<file path="src/csd_pkg.sv">
`default_nettype none
package csd_pkg;

  localparam int MAX_REQ    = 64;
  localparam int CYL_BITS   = 16;
  localparam int SEEK_W     = 18;
  localparam int IDX_W      = $clog2(MAX_REQ);
  localparam int CNT_W      = $clog2(MAX_REQ + 1);
  localparam int KEY_W      = 1 + CYL_BITS + IDX_W;
  localparam int DLT_W      = CYL_BITS + 1;
  localparam int CFG_IDX_W  = 1;
  localparam int CFG_DATA_W = 16;

  localparam int DISK_CYL_RESET = 200;
  localparam logic [CYL_BITS-1:0] LASTC_RESET = CYL_BITS'(DISK_CYL_RESET - 1);

  typedef enum logic [CFG_IDX_W-1:0] {
    CFG_HEAD_START     = 1'b0,
    CFG_DISK_CYLINDERS = 1'b1
  } cfg_reg_t;

  typedef enum logic [3:0] {
    ST_LOAD,
    ST_SCAN,
    ST_SWEEP_D,
    ST_SWEEP_A,
    ST_MOVE_D,
    ST_MOVE_A,
    ST_TAIL_D,
    ST_TAIL_A,
    ST_EMIT
  } ctrl_state_t;

  typedef struct packed {
    logic load;
    logic batch_start;
    logic batch_end;
    logic scan_start;
    logic scan_step;
    logic delta_sweep;
    logic delta_move;
    logic acc_add;
    logic cur_zero;
    logic emit;
  } dp_cmd_t;

  typedef struct packed {
    logic scan_done;
    logic best_low;
    logic low_started;
    logic final_item;
    logic out_free;
  } dp_sts_t;

endpackage
`default_nettype wire

</file>
<file path="src/csd_req_if.sv">
`default_nettype none
interface csd_req_if import csd_pkg::*; ();
  logic                valid;
  logic                ready;
  logic [CYL_BITS-1:0] cylinder;
  logic                last_request;

  modport source (output valid, cylinder, last_request, input ready);
  modport sink (input valid, cylinder, last_request, output ready);
endinterface
`default_nettype wire

</file>
<file path="src/csd_res_if.sv">
`default_nettype none
interface csd_res_if import csd_pkg::*; ();
  logic                valid;
  logic                ready;
  logic [CYL_BITS-1:0] from_cylinder;
  logic [CYL_BITS-1:0] to_cylinder;
  logic [SEEK_W-1:0]   seek_total;
  logic                dropped;
  logic                last_result;

  modport source (output valid, from_cylinder, to_cylinder, seek_total, dropped, last_result,
                  input ready);
  modport sink (input valid, from_cylinder, to_cylinder, seek_total, dropped, last_result,
                output ready);
endinterface
`default_nettype wire

</file>
<file path="src/cscan_disk_scheduler.sv">
// C-SCAN disk scheduler.
// in_ch carries cylinder requests with valid/ready; a transfer with last_request
// set closes the batch. Requests past the last cylinder are clamped; requests
// beyond the 64-entry store are dropped and flag every result of the batch.
// Configuration (head_start, disk_cylinders) is written through cfg_we/cfg_idx/
// cfg_wdata, one register per cycle; the user must write it only while the
// block is idle, which the block does not enforce. Loading takes one cycle per
// request while in_ch.ready is high. After the closing request, in_ch.ready
// stays low until the last result is placed in the output register. Each
// result takes one selection scan over the n stored requests (one store read
// per cycle, then the last compare), then seek arithmetic (a delta step and an
// add step) and a step to place it, plus a further delta and add step when the
// result carries the sweep to the end and jump to cylinder 0.
// out_ch is a registered output; when out_ch.ready is low the result holds and
// the scheduler waits before placing the next one. in_ch.ready rises again
// in the cycle the final result is placed in the output register.
// Reset (rst_n, synchronous, active low) empties the batch, drops any pending
// result and restores head_start 0 and disk_cylinders 200. The store needs no
// clearing pass.
`default_nettype none
module cscan_disk_scheduler import csd_pkg::*; (
  input  wire logic                  clk,
  input  wire logic                  rst_n,
  csd_req_if.sink                    in_ch,
  csd_res_if.source                  out_ch,
  input  wire logic                  cfg_we,
  input  wire logic [CFG_IDX_W-1:0]  cfg_idx,
  input  wire logic [CFG_DATA_W-1:0] cfg_wdata
);

  dp_cmd_t cmd;
  dp_sts_t sts;

  csd_ctrl u_ctrl (
    .clk      (clk),
    .rst_n    (rst_n),
    .in_valid (in_ch.valid),
    .in_last  (in_ch.last_request),
    .in_ready (in_ch.ready),
    .sts      (sts),
    .cmd      (cmd)
  );

  csd_dp u_dp (
    .clk               (clk),
    .rst_n             (rst_n),
    .cmd               (cmd),
    .sts               (sts),
    .in_cylinder       (in_ch.cylinder),
    .cfg_we            (cfg_we),
    .cfg_idx           (cfg_idx),
    .cfg_wdata         (cfg_wdata),
    .out_valid         (out_ch.valid),
    .out_ready         (out_ch.ready),
    .out_from_cylinder (out_ch.from_cylinder),
    .out_to_cylinder   (out_ch.to_cylinder),
    .out_seek_total    (out_ch.seek_total),
    .out_dropped       (out_ch.dropped),
    .out_last_result   (out_ch.last_result)
  );

endmodule
`default_nettype wire

</file>
<file path="src/csd_ctrl.sv">
`default_nettype none
module csd_ctrl import csd_pkg::*; (
  input  wire logic    clk,
  input  wire logic    rst_n,
  input  wire logic    in_valid,
  input  wire logic    in_last,
  output logic         in_ready,
  input  wire dp_sts_t sts,
  output dp_cmd_t      cmd
);

  ctrl_state_t state_r, state_nxt;

  always_ff @(posedge clk) begin
    if (!rst_n) begin
      state_r <= ST_LOAD;
    end else begin
      state_r <= state_nxt;
    end
  end

  always_comb begin
    state_nxt = state_r;
    cmd       = '0;
    in_ready  = 1'b0;
    case (state_r)
      ST_LOAD: begin
        in_ready = 1'b1;
        if (in_valid) begin
          cmd.load = 1'b1;
          if (in_last) begin
            cmd.batch_start = 1'b1;
            cmd.scan_start  = 1'b1;
            state_nxt       = ST_SCAN;
          end
        end
      end
      ST_SCAN: begin
        cmd.scan_step = 1'b1;
        if (sts.scan_done) begin
          // first request below the head start: sweep to the end and jump to 0
          state_nxt = (sts.best_low && !sts.low_started) ? ST_SWEEP_D : ST_MOVE_D;
        end
      end
      ST_SWEEP_D: begin
        cmd.delta_sweep = 1'b1;
        state_nxt       = ST_SWEEP_A;
      end
      ST_SWEEP_A: begin
        cmd.acc_add  = 1'b1;
        cmd.cur_zero = 1'b1;
        state_nxt    = ST_MOVE_D;
      end
      ST_MOVE_D: begin
        cmd.delta_move = 1'b1;
        state_nxt      = ST_MOVE_A;
      end
      ST_MOVE_A: begin
        cmd.acc_add = 1'b1;
        // no lower requests at all: final total carries the sweep and jump
        state_nxt   = (sts.final_item && !sts.best_low) ? ST_TAIL_D : ST_EMIT;
      end
      ST_TAIL_D: begin
        cmd.delta_sweep = 1'b1;
        state_nxt       = ST_TAIL_A;
      end
      ST_TAIL_A: begin
        cmd.acc_add = 1'b1;
        state_nxt   = ST_EMIT;
      end
      ST_EMIT: begin
        if (sts.out_free) begin
          cmd.emit = 1'b1;
          if (sts.final_item) begin
            cmd.batch_end = 1'b1;
            state_nxt     = ST_LOAD;
          end else begin
            cmd.scan_start = 1'b1;
            state_nxt      = ST_SCAN;
          end
        end
      end
      default: begin
        state_nxt = ST_LOAD;
      end
    endcase
  end

endmodule
`default_nettype wire

</file>
<file path="src/csd_dp.sv">
`default_nettype none
module csd_dp import csd_pkg::*; (
  input  wire logic                  clk,
  input  wire logic                  rst_n,
  input  wire dp_cmd_t               cmd,
  output dp_sts_t                    sts,
  input  wire logic [CYL_BITS-1:0]   in_cylinder,
  input  wire logic                  cfg_we,
  input  wire logic [CFG_IDX_W-1:0]  cfg_idx,
  input  wire logic [CFG_DATA_W-1:0] cfg_wdata,
  output logic                       out_valid,
  input  wire logic                  out_ready,
  output logic [CYL_BITS-1:0]        out_from_cylinder,
  output logic [CYL_BITS-1:0]        out_to_cylinder,
  output logic [SEEK_W-1:0]          out_seek_total,
  output logic                       out_dropped,
  output logic                       out_last_result
);

  logic [CYL_BITS-1:0] mem [MAX_REQ];

  logic [CYL_BITS-1:0] head_r, lastc_r;
  logic [CYL_BITS-1:0] head_c, in_clamped;

  logic [CNT_W-1:0]    count_r, emit_cnt_r, rd_idx_r;
  logic                overflow_r;
  logic                rd_v_r;
  logic [CYL_BITS-1:0] rd_data_r;
  logic [IDX_W-1:0]    rd_pos_r;
  logic                rd_issue;

  logic [KEY_W-1:0]    best_key_r, prev_key_r, cand_key;
  logic                best_valid_r, prev_valid_r;
  logic                cand_take;
  logic [CYL_BITS-1:0] best_cyl;

  logic                low_started_r;
  logic [CYL_BITS-1:0] cur_r, from_r;
  logic [DLT_W-1:0]    delta_r;
  logic [SEEK_W-1:0]   acc_r;

  logic                out_valid_r;
  logic                store_full;

  assign head_c     = (head_r > lastc_r) ? lastc_r : head_r;
  assign in_clamped = (in_cylinder > lastc_r) ? lastc_r : in_cylinder;
  assign store_full = (count_r == CNT_W'(MAX_REQ));
  assign rd_issue   = cmd.scan_step && (rd_idx_r != count_r);

  // sort key: requests below the head start go after all others, ties by slot
  assign cand_key  = {(rd_data_r < head_c), rd_data_r, rd_pos_r};
  assign cand_take = rd_v_r && (!prev_valid_r || (cand_key > prev_key_r))
                            && (!best_valid_r || (cand_key < best_key_r));
  assign best_cyl  = best_key_r[IDX_W +: CYL_BITS];

  assign sts.scan_done   = (rd_idx_r == count_r) && !rd_v_r;
  assign sts.best_low    = best_key_r[KEY_W-1];
  assign sts.low_started = low_started_r;
  assign sts.final_item  = ((emit_cnt_r + CNT_W'(1)) == count_r);
  assign sts.out_free    = !out_valid_r || out_ready;

  // configuration
  always_ff @(posedge clk) begin
    if (!rst_n) begin
      head_r  <= '0;
      lastc_r <= LASTC_RESET;
    end else if (cfg_we) begin
      case (cfg_reg_t'(cfg_idx))
        CFG_HEAD_START:     head_r <= cfg_wdata;
        CFG_DISK_CYLINDERS: lastc_r <= (cfg_wdata == '0) ? '0 : cfg_wdata - CFG_DATA_W'(1);
        default: ;
      endcase
    end
  end

  // request store
  always_ff @(posedge clk) begin
    if (cmd.load && !store_full) begin
      mem[count_r[IDX_W-1:0]] <= in_clamped;
    end
    if (rd_issue) begin
      rd_data_r <= mem[rd_idx_r[IDX_W-1:0]];
      rd_pos_r  <= rd_idx_r[IDX_W-1:0];
    end
  end

  // control-side registers
  always_ff @(posedge clk) begin
    if (!rst_n) begin
      count_r       <= '0;
      overflow_r    <= 1'b0;
      rd_idx_r      <= '0;
      rd_v_r        <= 1'b0;
      best_valid_r  <= 1'b0;
      prev_valid_r  <= 1'b0;
      emit_cnt_r    <= '0;
      low_started_r <= 1'b0;
      out_valid_r   <= 1'b0;
    end else begin
      if (cmd.batch_end) begin
        count_r    <= '0;
        overflow_r <= 1'b0;
      end else if (cmd.load) begin
        if (store_full) begin
          overflow_r <= 1'b1;
        end else begin
          count_r <= count_r + CNT_W'(1);
        end
      end

      rd_v_r <= rd_issue;
      if (cmd.scan_start) begin
        rd_idx_r     <= '0;
        best_valid_r <= 1'b0;
      end else begin
        if (rd_issue) begin
          rd_idx_r <= rd_idx_r + CNT_W'(1);
        end
        if (cand_take) begin
          best_valid_r <= 1'b1;
        end
      end

      if (cmd.batch_start) begin
        prev_valid_r  <= 1'b0;
        emit_cnt_r    <= '0;
        low_started_r <= 1'b0;
      end else begin
        if (cmd.emit) begin
          prev_valid_r <= 1'b1;
          emit_cnt_r   <= emit_cnt_r + CNT_W'(1);
        end
        if (cmd.cur_zero) begin
          low_started_r <= 1'b1;
        end
      end

      if (cmd.emit) begin
        out_valid_r <= 1'b1;
      end else if (out_ready) begin
        out_valid_r <= 1'b0;
      end
    end
  end

  // payload registers
  always_ff @(posedge clk) begin
    if (cand_take) begin
      best_key_r <= cand_key;
    end
    if (cmd.emit) begin
      prev_key_r        <= best_key_r;
      out_from_cylinder <= from_r;
      out_to_cylinder   <= best_cyl;
      out_seek_total    <= acc_r;
      out_dropped       <= overflow_r;
      out_last_result   <= sts.final_item;
    end

    if (cmd.batch_start) begin
      cur_r <= head_c;
    end else if (cmd.cur_zero) begin
      cur_r <= '0;
    end else if (cmd.delta_move) begin
      cur_r <= best_cyl;
    end

    // distance to the last cylinder and back to 0 is 2*last - cur
    if (cmd.delta_sweep) begin
      delta_r <= {lastc_r, 1'b0} - {1'b0, cur_r};
    end else if (cmd.delta_move) begin
      delta_r <= {1'b0, best_cyl} - {1'b0, cur_r};
      from_r  <= cur_r;
    end

    if (cmd.batch_start) begin
      acc_r <= '0;
    end else if (cmd.acc_add) begin
      acc_r <= acc_r + SEEK_W'(delta_r);
    end
  end

  assign out_valid = out_valid_r;

endmodule
`default_nettype wire

</file>
<file path="src/flat_wrapper.sv">
// flat-port wrapper written by rule: the top's interface ports become plain ports
module cscan_disk_scheduler_flat import csd_pkg::*;
  (clk, rst_n, cfg_we, cfg_idx, cfg_wdata, in_ch_valid, in_ch_cylinder, in_ch_last_request, in_ch_ready, out_ch_valid, out_ch_from_cylinder, out_ch_to_cylinder, out_ch_seek_total, out_ch_dropped, out_ch_last_result, out_ch_ready);
  csd_req_if in_ch_i ();
  csd_res_if out_ch_i ();
  input  wire logic clk;
  input  wire logic rst_n;
  input  wire logic cfg_we;
  input  wire logic [CFG_IDX_W-1:0] cfg_idx;
  input  wire logic [CFG_DATA_W-1:0] cfg_wdata;
  input wire logic [$bits(in_ch_i.valid)-1:0] in_ch_valid;
  input wire logic [$bits(in_ch_i.cylinder)-1:0] in_ch_cylinder;
  input wire logic [$bits(in_ch_i.last_request)-1:0] in_ch_last_request;
  output wire logic [$bits(in_ch_i.ready)-1:0] in_ch_ready;
  output wire logic [$bits(out_ch_i.valid)-1:0] out_ch_valid;
  output wire logic [$bits(out_ch_i.from_cylinder)-1:0] out_ch_from_cylinder;
  output wire logic [$bits(out_ch_i.to_cylinder)-1:0] out_ch_to_cylinder;
  output wire logic [$bits(out_ch_i.seek_total)-1:0] out_ch_seek_total;
  output wire logic [$bits(out_ch_i.dropped)-1:0] out_ch_dropped;
  output wire logic [$bits(out_ch_i.last_result)-1:0] out_ch_last_result;
  input wire logic [$bits(out_ch_i.ready)-1:0] out_ch_ready;
  assign in_ch_i.valid = in_ch_valid;
  assign in_ch_i.cylinder = in_ch_cylinder;
  assign in_ch_i.last_request = in_ch_last_request;
  assign in_ch_ready = in_ch_i.ready;
  assign out_ch_valid = out_ch_i.valid;
  assign out_ch_from_cylinder = out_ch_i.from_cylinder;
  assign out_ch_to_cylinder = out_ch_i.to_cylinder;
  assign out_ch_seek_total = out_ch_i.seek_total;
  assign out_ch_dropped = out_ch_i.dropped;
  assign out_ch_last_result = out_ch_i.last_result;
  assign out_ch_i.ready = out_ch_ready;
  cscan_disk_scheduler u_core (.clk(clk), .rst_n(rst_n), .in_ch(in_ch_i), .out_ch(out_ch_i), .cfg_we(cfg_we), .cfg_idx(cfg_idx), .cfg_wdata(cfg_wdata));
endmodule
</file>
<file path="config.mk">
export PLATFORM = sky130hd
export DESIGN_NAME = cscan_disk_scheduler_flat
export DESIGN_NICKNAME = d
export VERILOG_FILES = /design/src/csd_pkg.sv /design/src/csd_req_if.sv /design/src/csd_res_if.sv /design/src/cscan_disk_scheduler.sv /design/src/csd_ctrl.sv /design/src/csd_dp.sv /design/src/flat_wrapper.sv
export SDC_FILE = /design/constraint.sdc
export NUM_CORES = 2
export LEC_CHECK = 0
export ABC_AREA = 1
export BUFFER_PORTS_ARGS = -buffer_cell sky130_fd_sc_hd__buf_2
export CAP_MARGIN = 20
export CORE_AREA = 2 2 282 284
export DETAILED_ROUTE_END_ITERATION = 8
export DIE_AREA = 0 0 284 286
export PLACE_DENSITY_LB_ADDON = 0.15
export SYNTH_ARGS = -nofsm -noshare
export SYNTH_HDL_FRONTEND = slang
export SYNTH_SLANG_ARGS = --single-unit
</file>
<file path="constraint.sdc">
create_clock -name clk -period 10.4 [get_ports clk]
set_input_delay 0.52 -clock clk [delete_from_list [all_inputs] [get_ports clk]]
set_output_delay 0.52 -clock clk [all_outputs]
set_load 0.1 [all_outputs]
</file>
==> reports/summary.txt <==
Setup_tns -> 0 ns
Simple-gate share of the synthesized area -> 9.92%
Net Sw Power -> 0.00262 W
Std cell rows -> 103
Total power per unit cell area -> 191 nW/um2
Leakage power -> 20.4 nW
Startpoint kind of the worst setup timing path -> flop
Vias -> 35,100
Number of enable-type register cells in the synthesized netlist -> 1,177
Total of warnings raised by yosys -> 0
Primary FF master, synth -> sky130_fd_sc_hd__edfxtp_1
Initial Util -> 67.4%
Pre-antenna DRT Iters -> 6
Flip-flop and latch count after synthesis -> 1,258
Hold/Removal Path Class -> input pin to flop
XOR/XNOR share of the synthesized area -> 0.830%
WP data arrival -> 6.23 ns
Number of violations reported at the end of detailed-routing iteration 0 -> 4,478
Final wirelength -> 135 mm
Worst clock skew -> 0.0358 ns
Endpoints failing setup -> 0
# fillers -> 5,125
DRC violation count after routing -> 0
Power Internal -> 0.00852 W
Leading cell type by number of instances after synthesis -> sky130_fd_sc_hd__edfxtp_1
Largest net degree at the start of global routing -> 222
Biggest area consumer among synthesized cells -> sky130_fd_sc_hd__edfxtp_1
Ports placed on the boundary -> 93
Placed standard-cell area -> 54,400 um2
Combined global-route utilization of all metal layers -> 33.0%
Worst Max-Slew Pin Slew -> 1.12 ns
Proportion of total power due to net switching -> 23.5%
Clock tree from TritonCTS -> yes
Worst Hold Slack -> 0.0372 ns
Required time of the worst setup path -> 10.80 ns
Number of global-route vias before repair -> 33,100
Maximum clock path buffer count -> 3
Cell variety after synth -> 61
Cell at the slowest stage of the critical path -> sky130_fd_sc_hd__nand2_1
Floorplan Core Area -> 78,400 um2
Max Freq -> 172 MHz
Max Cap Violations -> 0
Critical path peak fanout -> 31
Final-report hold violation count -> 0
DR WL/cell -> 24.5 um
Avg Inst Size Synth -> 12.3 um2
Run status -> complete, no violations
Final instance area -> 58,400 um2
Post-synthesis compound-gate area fraction -> 12.3%
Min cycle time layout -> 5.83 ns
Sequential group share of total power -> 51.7%
CTS Root Cell -> sky130_fd_sc_hd__clkbuf_16
Detail-routed via count per cell -> 6.38
Post-Syn Area -> 52,800 um2
Post-synthesis async set-or-reset flop share -> 0%
Number of buffers inserted to repair setup after CTS -> 0
Weighted congestion reported at the end of routability-driven placement -> 0.923
Worst vdd ir -> 0.163 mV
Post-detail-place hpwl -> 78.3 mm
Largest family of logic cells by synthesized area -> compound AO/OA/AOI/OAI gates
Net count, final -> 4,523
Initial antenna violation count -> 5
Clk pin slew, worst setup/hold paths -> 0.06 ns
Synthesized-area fraction occupied by adder cells -> 3.16%
Most repeated library cell on the critical path -> sky130_fd_sc_hd__nand2_1
Fraction of synthesized area in multiplexers -> 0%
Max stage delay on crit path -> 0.77 ns
Number of nets with antenna violations after routing -> 0
Most area-consuming cells after synthesis -> sky130_fd_sc_hd__edfxtp_1, sky130_fd_sc_hd__o21ai_0, sky130_fd_sc_hd__nor2_1
Top cells by instance count after synthesis -> sky130_fd_sc_hd__edfxtp_1, sky130_fd_sc_hd__nor2_1, sky130_fd_sc_hd__o21ai_0, sky130_fd_sc_hd__nand2_1, sky130_fd_sc_hd__inv_1
H-Tree Depth -> 3
Area growth from synthesis to final layout -> 10.6%
Headroom to the max-slew limit -> 25.3%
Share of the yosys chip area belonging to registers -> 70.0%
Remaining global-route overflow -> 0
Die ar. -> 81,200 um2
Crit Path Class -> flop to flop
Worst-skew pair later-pin latency -> 0.70 ns
Share of the synthesized area in the top cell type -> 67.0%
Element type at the critical path end -> flop
# placed instances -> 5,279
Number of buffers added by the clock tree synthesis step -> 120
Count of input and output buffers -> 92
Synthesized net count -> 4,467
Width of the die -> 284 um
Share of cells above drive strength 1 -> 9.91%
Resize count post-CTS -> 0
Combinational share of power -> 8.7%
Pins over their slew limit -> 0
Fin cells -> 5,503
Height of the die -> 286 um
Post-synthesis instance total -> 4,296
Clk pwr share -> 39.6%
Unrepaired setup endpoints after global routing -> no
Clock sink count -> 1,258
Period utilisation layout -> 56.0%
Hold_buf cts -> 0
Wire length of the first global-routing pass -> 200 mm
[flip-flops by register name (all words and copies together), names as in the netlist, 4 cells and up]
register                       flops
u_core.u_dp.emit_cnt_r             7
u_core.u_ctrl.state_r              4
u_core.u_dp.rd_pos_r               6
u_core.u_dp.out_to_cylinder       15
u_core.u_dp.out_seek_total        18
u_core.u_dp.out_from_cylinder     16
u_core.u_dp.count_r                7
u_core.u_dp.lastc_r               16
u_core.u_dp.delta_r               17
u_core.u_dp.from_r                16
u_core.u_dp.best_key_r            23
u_core.u_dp.prev_key_r             8
u_core.u_dp.rd_idx_r               7
u_core.u_dp.head_r                16
u_core.u_dp.acc_r                 18
u_core.u_dp.rd_data_r             16
u_core.u_dp.cur_r                 16
u_core.u_dp.mem                 1024
[power by group through the flow]
| stage | registers, W | clock network, W | logic [W] |
|---|---|---|---|
| after floorplan | 0.00587 | 0 | 0.000599 |
| after global placement | 0.00586 | 0 | 0.000925 |
| after detailed placement | 0.00587 | 0 | 0.000945 |
| after CTS | 0.00576 | 0.00444 | 0.000951 |
| after global routing | 0.00576 | 0.00464 | 0.00105 |
| final | 0.00576 | 0.00441 | 0.000970 |
[layout by cell type, fill, tap and decap left out, drive strengths merged, types with 16 or more instances in the layout]
master     n
a21oi    159
buf      195
bufinv    16
clkbuf   154
clkinv    45
dfxtp     81
edfxtp  1177
ha       130
inv      206
nand2    366
nand3    138
nand4     52
nor2     670
nor3      22
o211ai    36
o21ai    630
o221ai   102
o22ai    157
xor2      37
[worst paths after layout]
path / from / endpoint / slack [ns] / depth (start not counted)
setup / recovery: u_core.u_dp.lastc_r[15] / u_core.u_dp.best_key_r[1] / 4.57 / 27
hold / removal: cfg_wdata[0] / u_core.u_dp.lastc_r[0] / 0.04 / 2
setup reg to reg: u_core.u_dp.lastc_r[15] / u_core.u_dp.best_key_r[1] / 4.57 / 27
hold reg to reg: u_core.u_dp.from_r[0] / u_core.u_dp.out_from_cylinder[0] / 0.42 / 0
[cell type report]
class | instances | area (um2) | area share, %
Tap cell | 1050 | 1310 | 2.25
Inverter | 205 | 785 | 1.34
Multi-Input combinational cell | 2572 | 14000 | 24.1
Timing Repair Buffer | 195 | 1280 | 2.19
Antenna cell | 4 | 10.0 | 0.0171
Sequential cell | 1258 | 37000 | 63.3
Clock inverter | 65 | 761 | 1.30
Clock buffer | 154 | 3210 | 5.51
[cell families (layout without fill, tap and decap cells)]
| group | count (synthesis) | count (layout) |
|---|---|---|
| DFF | 1258 | 1258 |
| and+or+nand+nor | 1257 | 1257 |
| AOI/OAI and AO/OA | 1133 | 1133 |
| buffers and inverters | 466 | 619 |
| adders and majority gates | 132 | 132 |
| xor gates and xnor gates | 50 | 50 |
| other | 0 | 4 |
[worst max-delay path, delay by kind of cell, from the launching register on]
family          cells  cell delay (ns)
flops               1             0.32
simple gates       15             2.27
compound gates      6             1.61
buf+inv             3             0.51
fa+ha+maj           3             0.82
[per-stage QoR]
| step | setup WS (ns) | power [W] | utilization, % |
|---|---|---|---|
| after floorplan | 5.47 | 0.00647 | - |
| after global placement | 4.79 | 0.00679 | 69.4 |
| after detailed placement | 4.68 | 0.00681 | 69.4 |
| after CTS | 4.63 | 0.0111 | 74.5 |
| after global routing | 3.84 | 0.0115 | 74.5 |
| final | 4.57 | 0.0111 | 74.5 |
[layer usage]
layer	track usage, %	vias up	wire length (um)	share of wire (%)
li1	-	15900	-	-
met2	52.4	1920	63500	47
met4	17.3	2	7330	5.4
met3	4.61	362	13200	9.8
met1	45.2	17000	51000	38
met5	0	-	13	0.0096
No activity file was read; power rests on OpenSTA's default activity.
